File: src/rtl/spiral_walk_cell_generator_defines.svh
// ---------------------------------------------------------------------------
// Spiral walk cell generator - assertion macros
// Shared property wrappers, clocked on clk and disabled during rst.
// ---------------------------------------------------------------------------
`ifndef SPIRAL_WALK_CELL_GENERATOR_DEFINES_SVH
`define SPIRAL_WALK_CELL_GENERATOR_DEFINES_SVH

// Same-cycle implication.
`define SWC_ASSERT_NOW(lbl, ante, cons) \
  lbl: assert property (@(posedge clk) disable iff (rst) (ante) |-> (cons)) \
    else $error("spiral walk check failed");

// Next-cycle implication.
`define SWC_ASSERT_NEXT(lbl, ante, cons) \
  lbl: assert property (@(posedge clk) disable iff (rst) (ante) |=> (cons)) \
    else $error("spiral walk check failed");

`endif

File: src/rtl/swcg_pkg.sv
// ---------------------------------------------------------------------------
// Spiral walk cell generator - package
// Widths, register indexes and small helpers for the spiral walk.
// ---------------------------------------------------------------------------
package swcg_pkg;

  localparam int MAX_GRID = 64;

  localparam int SizeW  = 7;   // grid_size
  localparam int StartW = 6;   // start_row / start_col
  localparam int PosW   = 9;   // signed walk coordinate
  localparam int RunW   = 8;   // run length and leg step
  localparam int CellW  = 13;  // cell number and cell count
  localparam int CountW = 16;  // positions walked
  localparam int CfgIdxW = 2;

  typedef enum logic [CfgIdxW-1:0] {
    CFG_GRID_SIZE = 2'd0,
    CFG_START_ROW = 2'd1,
    CFG_START_COL = 2'd2
  } cfg_idx_t;

  typedef logic signed [PosW-1:0] pos_t;

  // Grid side clamped to MAX_GRID.
  function automatic logic [SizeW-1:0] eff_size(input logic [SizeW-1:0] n);
    eff_size = (n > SizeW'(MAX_GRID)) ? SizeW'(MAX_GRID) : n;
  endfunction

  // Coordinate pair lies within an n by n grid.
  function automatic logic on_grid(input pos_t r, input pos_t c,
                                   input logic [SizeW-1:0] n);
    on_grid = !r[PosW-1] && !c[PosW-1] &&
              (r[PosW-2:0] < {1'b0, n}) && (c[PosW-2:0] < {1'b0, n});
  endfunction

endpackage

File: src/rtl/spiral_walk_cell_generator.sv
// ---------------------------------------------------------------------------
// Spiral walk cell generator
// Walks a square spiral over an N by N grid from a configured start cell and
// reports, per transaction, the 1-based cell number, grid hit, completion and
// a saturating count of positions walked.
// ---------------------------------------------------------------------------
//
//  channel | handshake            | payload
//  --------+----------------------+---------------------------------------------
//  cfg     | cfg_valid/cfg_ready  | cfg_index, cfg_data (always ready)
//  in      | in_valid/in_ready    | restart
//  out     | out_valid/out_ready  | cell_number, inside_res, finished,
//          |                      | positions_walked
//
//  Flow: the item is captured in the input register, then moves into the
//  result register once that register is free. One transaction per cycle
//  sustained while out_ready stays high.
//  The walk state advances as an item moves from the input register into
//  the result register, so items are processed strictly in order.
//  Reset: synchronous; walk is marked finished until the first restart.
//  Stalls: out_ready low holds the result; the input register still fills,
//  and in_ready drops only once both stages are occupied.
//
`include "spiral_walk_cell_generator_defines.svh"

module spiral_walk_cell_generator import swcg_pkg::*; (
  input  logic                clk,
  input  logic                rst,
  // configuration write channel
  input  logic                cfg_valid,
  output logic                cfg_ready,
  input  logic [CfgIdxW-1:0]  cfg_index,
  input  logic [SizeW-1:0]    cfg_data,
  // item input
  input  logic                in_valid,
  output logic                in_ready,
  input  logic                restart,
  // result output
  output logic                out_valid,
  input  logic                out_ready,
  output logic [CellW-1:0]    cell_number,
  output logic                inside_res,
  output logic                finished,
  output logic [CountW-1:0]   positions_walked
);

  // Configuration registers
  logic [SizeW-1:0]  grid_size;
  logic [StartW-1:0] start_row;
  logic [StartW-1:0] start_col;

  // Input register
  logic s1_valid;
  logic s1_restart;

  // Walk state
  pos_t              cur_row, cur_row_next;
  pos_t              cur_col, cur_col_next;
  logic [RunW-1:0]   run_length, run_length_next;
  logic [RunW-1:0]   leg_step, leg_step_next;
  logic              second_leg, second_leg_next;
  logic [CellW-1:0]  cells_seen, cells_seen_next;
  logic [CountW-1:0] walk_count, walk_count_next;
  logic              done_flag, done_flag_next;

  logic              on_cell;
  logic              out_free;
  logic              advance;
  logic [SizeW-1:0]  eff_n;
  logic [CellW-1:0]  total_cells;
  logic [RunW-1:0]   leg_inc;
  logic [CellW-1:0]  row_offset;
  logic [CellW-1:0]  cell_calc;

  assign cfg_ready = 1'b1;

  // Result register free to take the item in the input register.
  assign out_free = !out_valid || out_ready;
  assign advance  = s1_valid && out_free;
  assign in_ready = !s1_valid || out_free;

  assign eff_n       = eff_size(grid_size);
  assign total_cells = CellW'(eff_n) * CellW'(eff_n);
  assign leg_inc     = leg_step + RunW'(1);

  // Next walk state for the item held in the input register.
  always_comb begin
    cur_row_next    = cur_row;
    cur_col_next    = cur_col;
    run_length_next = run_length;
    leg_step_next   = leg_step;
    second_leg_next = second_leg;
    cells_seen_next = cells_seen;
    walk_count_next = walk_count;
    done_flag_next  = done_flag;
    on_cell         = 1'b0;
    if (s1_restart) begin
      cur_row_next    = pos_t'({3'b000, start_row});
      cur_col_next    = pos_t'({3'b000, start_col});
      run_length_next = RunW'(1);
      leg_step_next   = '0;
      second_leg_next = 1'b0;
      walk_count_next = CountW'(1);
      on_cell         = on_grid(cur_row_next, cur_col_next, eff_n);
      cells_seen_next = on_cell ? CellW'(1) : '0;
      done_flag_next  = cells_seen_next >= total_cells;
    end else if (!done_flag) begin
      // odd runs go right then down, even runs left then up
      if (!second_leg) begin
        cur_col_next = run_length[0] ? cur_col + 9'sd1 : cur_col - 9'sd1;
      end else begin
        cur_row_next = run_length[0] ? cur_row + 9'sd1 : cur_row - 9'sd1;
      end
      if (leg_inc >= run_length) begin
        leg_step_next = '0;
        if (second_leg) begin
          second_leg_next = 1'b0;
          run_length_next = run_length + RunW'(1);
        end else begin
          second_leg_next = 1'b1;
        end
      end else begin
        leg_step_next = leg_inc;
      end
      if (walk_count != '1) begin
        walk_count_next = walk_count + CountW'(1);
      end
      on_cell = on_grid(cur_row_next, cur_col_next, eff_n);
      if (on_cell) begin
        cells_seen_next = cells_seen + CellW'(1);
      end
      done_flag_next = cells_seen_next >= total_cells;
    end
  end

  // Only valid when on the grid: row and column then fit in six bits.
  assign row_offset = CellW'(cur_row_next[StartW-1:0]) * CellW'(eff_n);
  assign cell_calc  = row_offset + CellW'(cur_col_next[StartW-1:0]) + CellW'(1);

  // Configuration registers
  always_ff @(posedge clk) begin
    if (rst) begin
      grid_size <= SizeW'(4);
      start_row <= '0;
      start_col <= '0;
    end else if (cfg_valid && cfg_ready) begin
      case (cfg_index)
        CFG_GRID_SIZE: grid_size <= cfg_data;
        CFG_START_ROW: start_row <= cfg_data[StartW-1:0];
        CFG_START_COL: start_col <= cfg_data[StartW-1:0];
        default: ;
      endcase
    end
  end

  // Input register
  always_ff @(posedge clk) begin
    if (rst) begin
      s1_valid <= 1'b0;
    end else if (in_ready) begin
      s1_valid <= in_valid;
    end
  end

  always_ff @(posedge clk) begin
    if (in_valid && in_ready) begin
      s1_restart <= restart;
    end
  end

  // Walk state and result register
  always_ff @(posedge clk) begin
    if (rst) begin
      cur_row    <= '0;
      cur_col    <= '0;
      run_length <= RunW'(1);
      leg_step   <= '0;
      second_leg <= 1'b0;
      cells_seen <= '0;
      walk_count <= '0;
      done_flag  <= 1'b1;
      out_valid  <= 1'b0;
    end else begin
      if (advance) begin
        cur_row    <= cur_row_next;
        cur_col    <= cur_col_next;
        run_length <= run_length_next;
        leg_step   <= leg_step_next;
        second_leg <= second_leg_next;
        cells_seen <= cells_seen_next;
        walk_count <= walk_count_next;
        done_flag  <= done_flag_next;
      end
      if (out_free) begin
        out_valid <= s1_valid;
      end
    end
  end

  always_ff @(posedge clk) begin
    if (advance) begin
      cell_number      <= on_cell ? cell_calc : '0;
      inside_res       <= on_cell;
      finished         <= done_flag_next;
      positions_walked <= walk_count_next;
    end
  end

  // Assertions
  `SWC_ASSERT_NOW(a_off_grid_zero, out_valid && !inside_res, cell_number == '0)
  `SWC_ASSERT_NOW(a_hit_counted, out_valid && inside_res,
                  cell_number != '0 && positions_walked != '0)
  `SWC_ASSERT_NOW(a_fresh_is_done, walk_count == '0, done_flag)
  `SWC_ASSERT_NEXT(a_idle_advance, advance && done_flag && !s1_restart,
                   out_valid && !inside_res && finished)

endmodule
File: config.mk
export PLATFORM = sky130hd
export DESIGN_NAME = spiral_walk_cell_generator
export DESIGN_NICKNAME = d
export VERILOG_FILES = /design/src/rtl/swcg_pkg.sv /design/src/rtl/spiral_walk_cell_generator.sv
export VERILOG_INCLUDE_DIRS = /design/src /design/src/rtl
export SDC_FILE = /design/constraint.sdc
export NUM_CORES = 1
export LEC_CHECK = 0
export BUFFER_PORTS_ARGS = -buffer_cell sky130_fd_sc_hd__buf_4
export CORE_ASPECT_RATIO = 0.5
export CORE_MARGIN = 1
export CORE_UTILIZATION = 40
export DETAILED_ROUTE_END_ITERATION = 8
export PLACE_DENSITY = 0.59
export SLEW_MARGIN = 20
export SYNTH_ARGS = -nofsm -noshare
export SYNTH_HDL_FRONTEND = slang
export SYNTH_SLANG_ARGS = --single-unit
export TNS_END_PERCENT = 30
File: constraint.sdc
create_clock -name clk -period 13.4 [get_ports clk]
set_input_delay 0 -clock clk [delete_from_list [all_inputs] [get_ports clk]]
set_output_delay 0 -clock clk [all_outputs]
set_load 0.01 [all_outputs]
==> impl_table.tex <==
\begin{tabular}{lr}
\hline
Metric & Value \\
\hline
\multicolumn{2}{l}{\textbf{Run status}} \\
Status & finished, final reports clean \\
\multicolumn{2}{l}{\textbf{Routing}} \\
Post-detailed-route via-to-cell ratio & $\sim$5.2 \\
Total vias in the final route & between 8000 and 9000 \\
Average wire per standard cell & 15.2 um \\
Number of DRC violations after detailed-routing iteration 0 & 637 \\
DRC violations left & 0 \\
Drt pass-1 iters & 5 \\
Final WL & between 20000 and 25000 um \\
Antenna violation net count after detailed routing & 0 \\
\multicolumn{2}{l}{\textbf{Yosys}} \\
Number of enable-type register cells in the synthesized netlist & 32 \\
Seq cells post-synth & 118 \\
Most frequent cells after synthesis & sky130\_fd\_sc\_hd\_\_nor2\_1, sky130\_fd\_sc\_hd\_\_inv\_1, sky130\_fd\_sc\_hd\_\_nand2\_1, sky130\_fd\_sc\_hd\_\_ha\_1, sky130\_fd\_sc\_hd\_\_a21oi\_1 \\
Average cell area after synthesis & around 8.5 sq um \\
Most frequently used cell type in the post-synthesis netlist & sky130\_fd\_sc\_hd\_\_nor2\_1 \\
Synth warn & 0 \\
Cells after Synth & 1208 \\
Sequential element share of the synthesized area & 26.1\% \\
Ranking of synthesized cells by area & sky130\_fd\_sc\_hd\_\_dfxtp\_1, sky130\_fd\_sc\_hd\_\_ha\_1, sky130\_fd\_sc\_hd\_\_fa\_1, sky130\_fd\_sc\_hd\_\_edfxtp\_1, sky130\_fd\_sc\_hd\_\_nor2\_1 \\
Mapped Area & 10300 sq um \\
Main flop type after synthesis & sky130\_fd\_sc\_hd\_\_dfxtp\_1 \\
Async S/R FF share, synth & 0\% \\
Distinct cells, synth & 78 \\
Fraction of post-synthesis cell area in the top cell type by area & 16.7\% \\
Biggest area consumer among synthesized cells & sky130\_fd\_sc\_hd\_\_dfxtp\_1 \\
\multicolumn{2}{l}{\textbf{Timing}} \\
Setup repair after global routing missed its margin & false \\
Count of endpoints failing hold in the final timing report & 0 \\
Number of max-slew violations in the final report & 0 \\
Final worst clock skew & 0.0109 ns \\
Max frequency & 131 MHz \\
Count of endpoints failing setup in the final report & 0 \\
Actual transition at the worst max-transition pin & 0.995 ns \\
Ratio of final minimum period to clock period & 57.1\% \\
Final critical delay including setup and external delays & 7.65 ns \\
Setup slack after layout & 5.75 ns \\
Setup total negative slack & 0 ns \\
Headroom to the max-slew limit & 33.7\% \\
\multicolumn{2}{l}{\textbf{Worst setup path}} \\
Data arrival time of the critical path & between 7 and 8 ns \\
Worst path required time & 13.71 ns \\
Critical-path maximum fanout & 18 \\
Slack of the worst reg-to-reg path & 5.75 ns \\
Worst Setup End Kind & register \\
Kind of launch point of the worst setup path & register \\
Critical path start-end classification & register to register \\
\multicolumn{2}{l}{\textbf{Place}} \\
Worst-case setup slack after placement & 5.69 ns \\
PortBufs & 47 \\
Placed wire-length estimate after detailed placement & around 18000 um \\
Cells after DPL & 1561 \\
Final estimated routing congestion in global placement & a little under 0.9 \\
Placed cell area & 10900 sq um \\
\multicolumn{2}{l}{\textbf{Power}} \\
Switching part of the total power & 28.9\% \\
Logic gate share of total power & 17.7\% \\
Largest voltage drop on the vdd net & 0.0000883 V \\
Leakage power total & roughly 5 nW \\
Int Power & 751 uW \\
Switching Power & 306 uW \\
Power density over cell area & 90.8 nW/um\^{}2 \\
Part of the power in the clock network & 45.8\% \\
Power share of the sequential group & a little over a third \\
\multicolumn{2}{l}{\textbf{Die}} \\
Initial core utilization & 40.7\% \\
Horiz. Die Dim & 229 um \\
Core region area & $\sim$25000 sq um \\
Die area & 26400 sq um \\
Y dimension of the die & 115 um \\
Row count & a little over 40 \\
I/O pin count & 49 \\
\multicolumn{2}{l}{\textbf{CTS}} \\
Setup Fix Bufs, Post-CTS & 0 \\
Total CTS buffers & 17 \\
TritonCTS clock tree & done \\
CTS H-Tree Depth & 4 \\
Clk pin slew, worst setup/hold paths & roughly 0.060 ns \\
Total clock sinks & 118 \\
Clock root buffer & sky130\_fd\_sc\_hd\_\_clkbuf\_16 \\
Maximum clock path buffer count & 2 \\
Clock insertion delay at the later pin of the skew report & 0.45 ns \\
\multicolumn{2}{l}{\textbf{Cells and area}} \\
Net count reported at finish & 1423 \\
Ant diodes & 0 \\
Layout filler cell count & around 2500 \\
Final instance area & $\sim$12000 sq um \\
Ratio of cells with drive above 1 in the final layout & 8.89\% \\
Area added between synthesis and finish & 13.1\% \\
Fraction of the core area covered by cells at the end of the flow & 46.1\% \\
Final standard cell count with taps included and fillers excluded & 1604 \\
\multicolumn{2}{l}{\textbf{Global routing}} \\
First-pass GRT wire length & 40000 um \\
Largest net degree at the start of global routing & 85 \\
Number of antenna violations at the first check in global routing & 0 \\
Vias in the first global route & 7720 \\
Residual overflow from global routing & 0 \\
Total GRT Usage & 19.2\% \\
\multicolumn{2}{l}{\textbf{Flow run}} \\
MaxCap Viol Count & 0 \\
\multicolumn{2}{l}{\textbf{Worst hold path}} \\
Type of the tightest min-delay check & input pin to register \\
\hline
\end{tabular}
[power groups by stage]
stage          clock network (mW)  registers [mW]  logic (mW)
4_1_cts                     0.494           0.385       0.189
6_report                    0.484           0.385       0.187
3_5_place_dp                    0           0.393       0.184
3_3_place_gp                    0           0.392       0.181
5_1_grt                     0.510           0.386       0.212
2_1_floorplan                   0           0.393       0.135
[metrics by stage]
stage	hold WS (ns)	power, mW
2_1_floorplan	0.0989	0.528
3_3_place_gp	0.181	0.574
3_5_place_dp	0.185	0.577
4_1_cts	0.0544	1.07
5_1_grt	0.0978	1.11
6_report	0.0732	1.06
[layout make-up]
type	instances	area (sq um)	area share (%)
inverter	128	480	4.13
tap	344	430	3.70
clock buffer	19	443	3.81
clock inverter	13	170	1.46
sequential	118	2680	23.1
timing repair buffer	67	531	4.56
multi-input combinational	915	6890	59.3
[repair_timing]
action	CTS	global route
hold endpoints to repair	23	0
gates resized for setup	0	0
hold buffers	11	0
[cells by family after synthesis]
family	Yosys count	share of synthesized area, %
xor+xnor	71	6.39
flops	118	26.1
buf+inv	181	7.18
fa+ha+maj	161	23.2
mux	37	3.69
simple gates	403	18.9
compound gates	235	14.5
other cells	2	0.0731
[cell usage in the layout (no fill, tap or decap), types with 3 or more instances in the layout]
cell	count
sky130_fd_sc_hd__mux2i_1	30
sky130_fd_sc_hd__edfxtp_1	32
sky130_fd_sc_hd__inv_1	126
sky130_fd_sc_hd__a211oi_1	9
sky130_fd_sc_hd__xor2_1	28
sky130_fd_sc_hd__o21bai_1	9
sky130_fd_sc_hd__nand2b_1	16
sky130_fd_sc_hd__mux2_2	6
sky130_fd_sc_hd__and2_1	13
sky130_fd_sc_hd__a21o_1	21
sky130_fd_sc_hd__nor2_1	127
sky130_fd_sc_hd__and3_1	12
sky130_fd_sc_hd__o21ai_1	3
sky130_fd_sc_hd__nor2b_1	13
sky130_fd_sc_hd__nand2_1	114
sky130_fd_sc_hd__ha_1	112
sky130_fd_sc_hd__a21oi_1	88
sky130_fd_sc_hd__a21boi_0	3
sky130_fd_sc_hd__clkinv_4	5
sky130_fd_sc_hd__o21ai_0	43
sky130_fd_sc_hd__nand3b_1	6
sky130_fd_sc_hd__clkbuf_16	17
sky130_fd_sc_hd__or4_1	7
sky130_fd_sc_hd__fa_1	49
sky130_fd_sc_hd__inv_6	3
sky130_fd_sc_hd__nor3_1	29
sky130_fd_sc_hd__nand3_1	22
sky130_fd_sc_hd__conb_1	8
sky130_fd_sc_hd__dfxtp_1	86
sky130_fd_sc_hd__or3_1	12
sky130_fd_sc_hd__a22oi_1	8
sky130_fd_sc_hd__xnor2_1	40
sky130_fd_sc_hd__o21a_1	13
sky130_fd_sc_hd__buf_4	56
sky130_fd_sc_hd__a31oi_1	8
sky130_fd_sc_hd__and4_1	4
sky130_fd_sc_hd__dlygate4sd3_1	11
sky130_fd_sc_hd__nand4_1	12
sky130_fd_sc_hd__bufinv_16	3
[sequential cells by signal, indices dropped and copies added, names as in the netlist]
register and flops:
leg_step 8, cur_row 9, positions_walked 16, out_valid 1
grid_size 7, second_leg 1, walk_count 16, inside_res 1
s1_valid 1, s1_restart 1, cell_number 13, finished 1
cells_seen 13, start_col 6, done_flag 1, start_row 6
cur_col 9, run_length 8
[routing by layer]
layer | global-route usage (%) | vias up | wire, um
met2 | 30.8 | 154 | 11000
met4 | 6.44 | 0 | 391
met5 | 0 | - | 0
li1 | - | 4181 | -
met3 | 3.65 | 30 | 963
met1 | 26.1 | 3942 | 12000
[final timing paths]
path / start / end / cells after the start
hold / removal: cfg_index[1] / grid_size[4] / 5
setup reg to reg: run_length[0] / cell_number[12] / 25
setup / recovery: run_length[0] / cell_number[12] / 25
hold reg to reg: leg_step[7] / leg_step[7] / 2
[worst max-delay path: stages (launching register included)]
cell                       delay [ns]
sky130_fd_sc_hd__dfxtp_1         0.72
sky130_fd_sc_hd__inv_1           0.50
sky130_fd_sc_hd__ha_1            0.47
sky130_fd_sc_hd__o21ai_0         0.32
sky130_fd_sc_hd__o21bai_1        0.11
sky130_fd_sc_hd__a21oi_1         0.18
sky130_fd_sc_hd__xor2_1          0.15
sky130_fd_sc_hd__o21ai_0         0.17
sky130_fd_sc_hd__o21ai_0         0.19
sky130_fd_sc_hd__a21boi_0        0.80
sky130_fd_sc_hd__inv_1           0.36
sky130_fd_sc_hd__fa_1            0.62
sky130_fd_sc_hd__inv_1           0.05
sky130_fd_sc_hd__fa_1            0.47
sky130_fd_sc_hd__inv_1           0.05
sky130_fd_sc_hd__fa_1            0.47
sky130_fd_sc_hd__ha_1            0.32
sky130_fd_sc_hd__a21oi_1         0.21
sky130_fd_sc_hd__o21bai_1        0.09
sky130_fd_sc_hd__a21oi_1         0.23
sky130_fd_sc_hd__o21bai_1        0.11
sky130_fd_sc_hd__a21oi_1         0.22
sky130_fd_sc_hd__o21bai_1        0.09
sky130_fd_sc_hd__a21oi_1         0.18
sky130_fd_sc_hd__xnor3_1         0.32
sky130_fd_sc_hd__nor2_1          0.09
(Power assumes the default switching activity.)
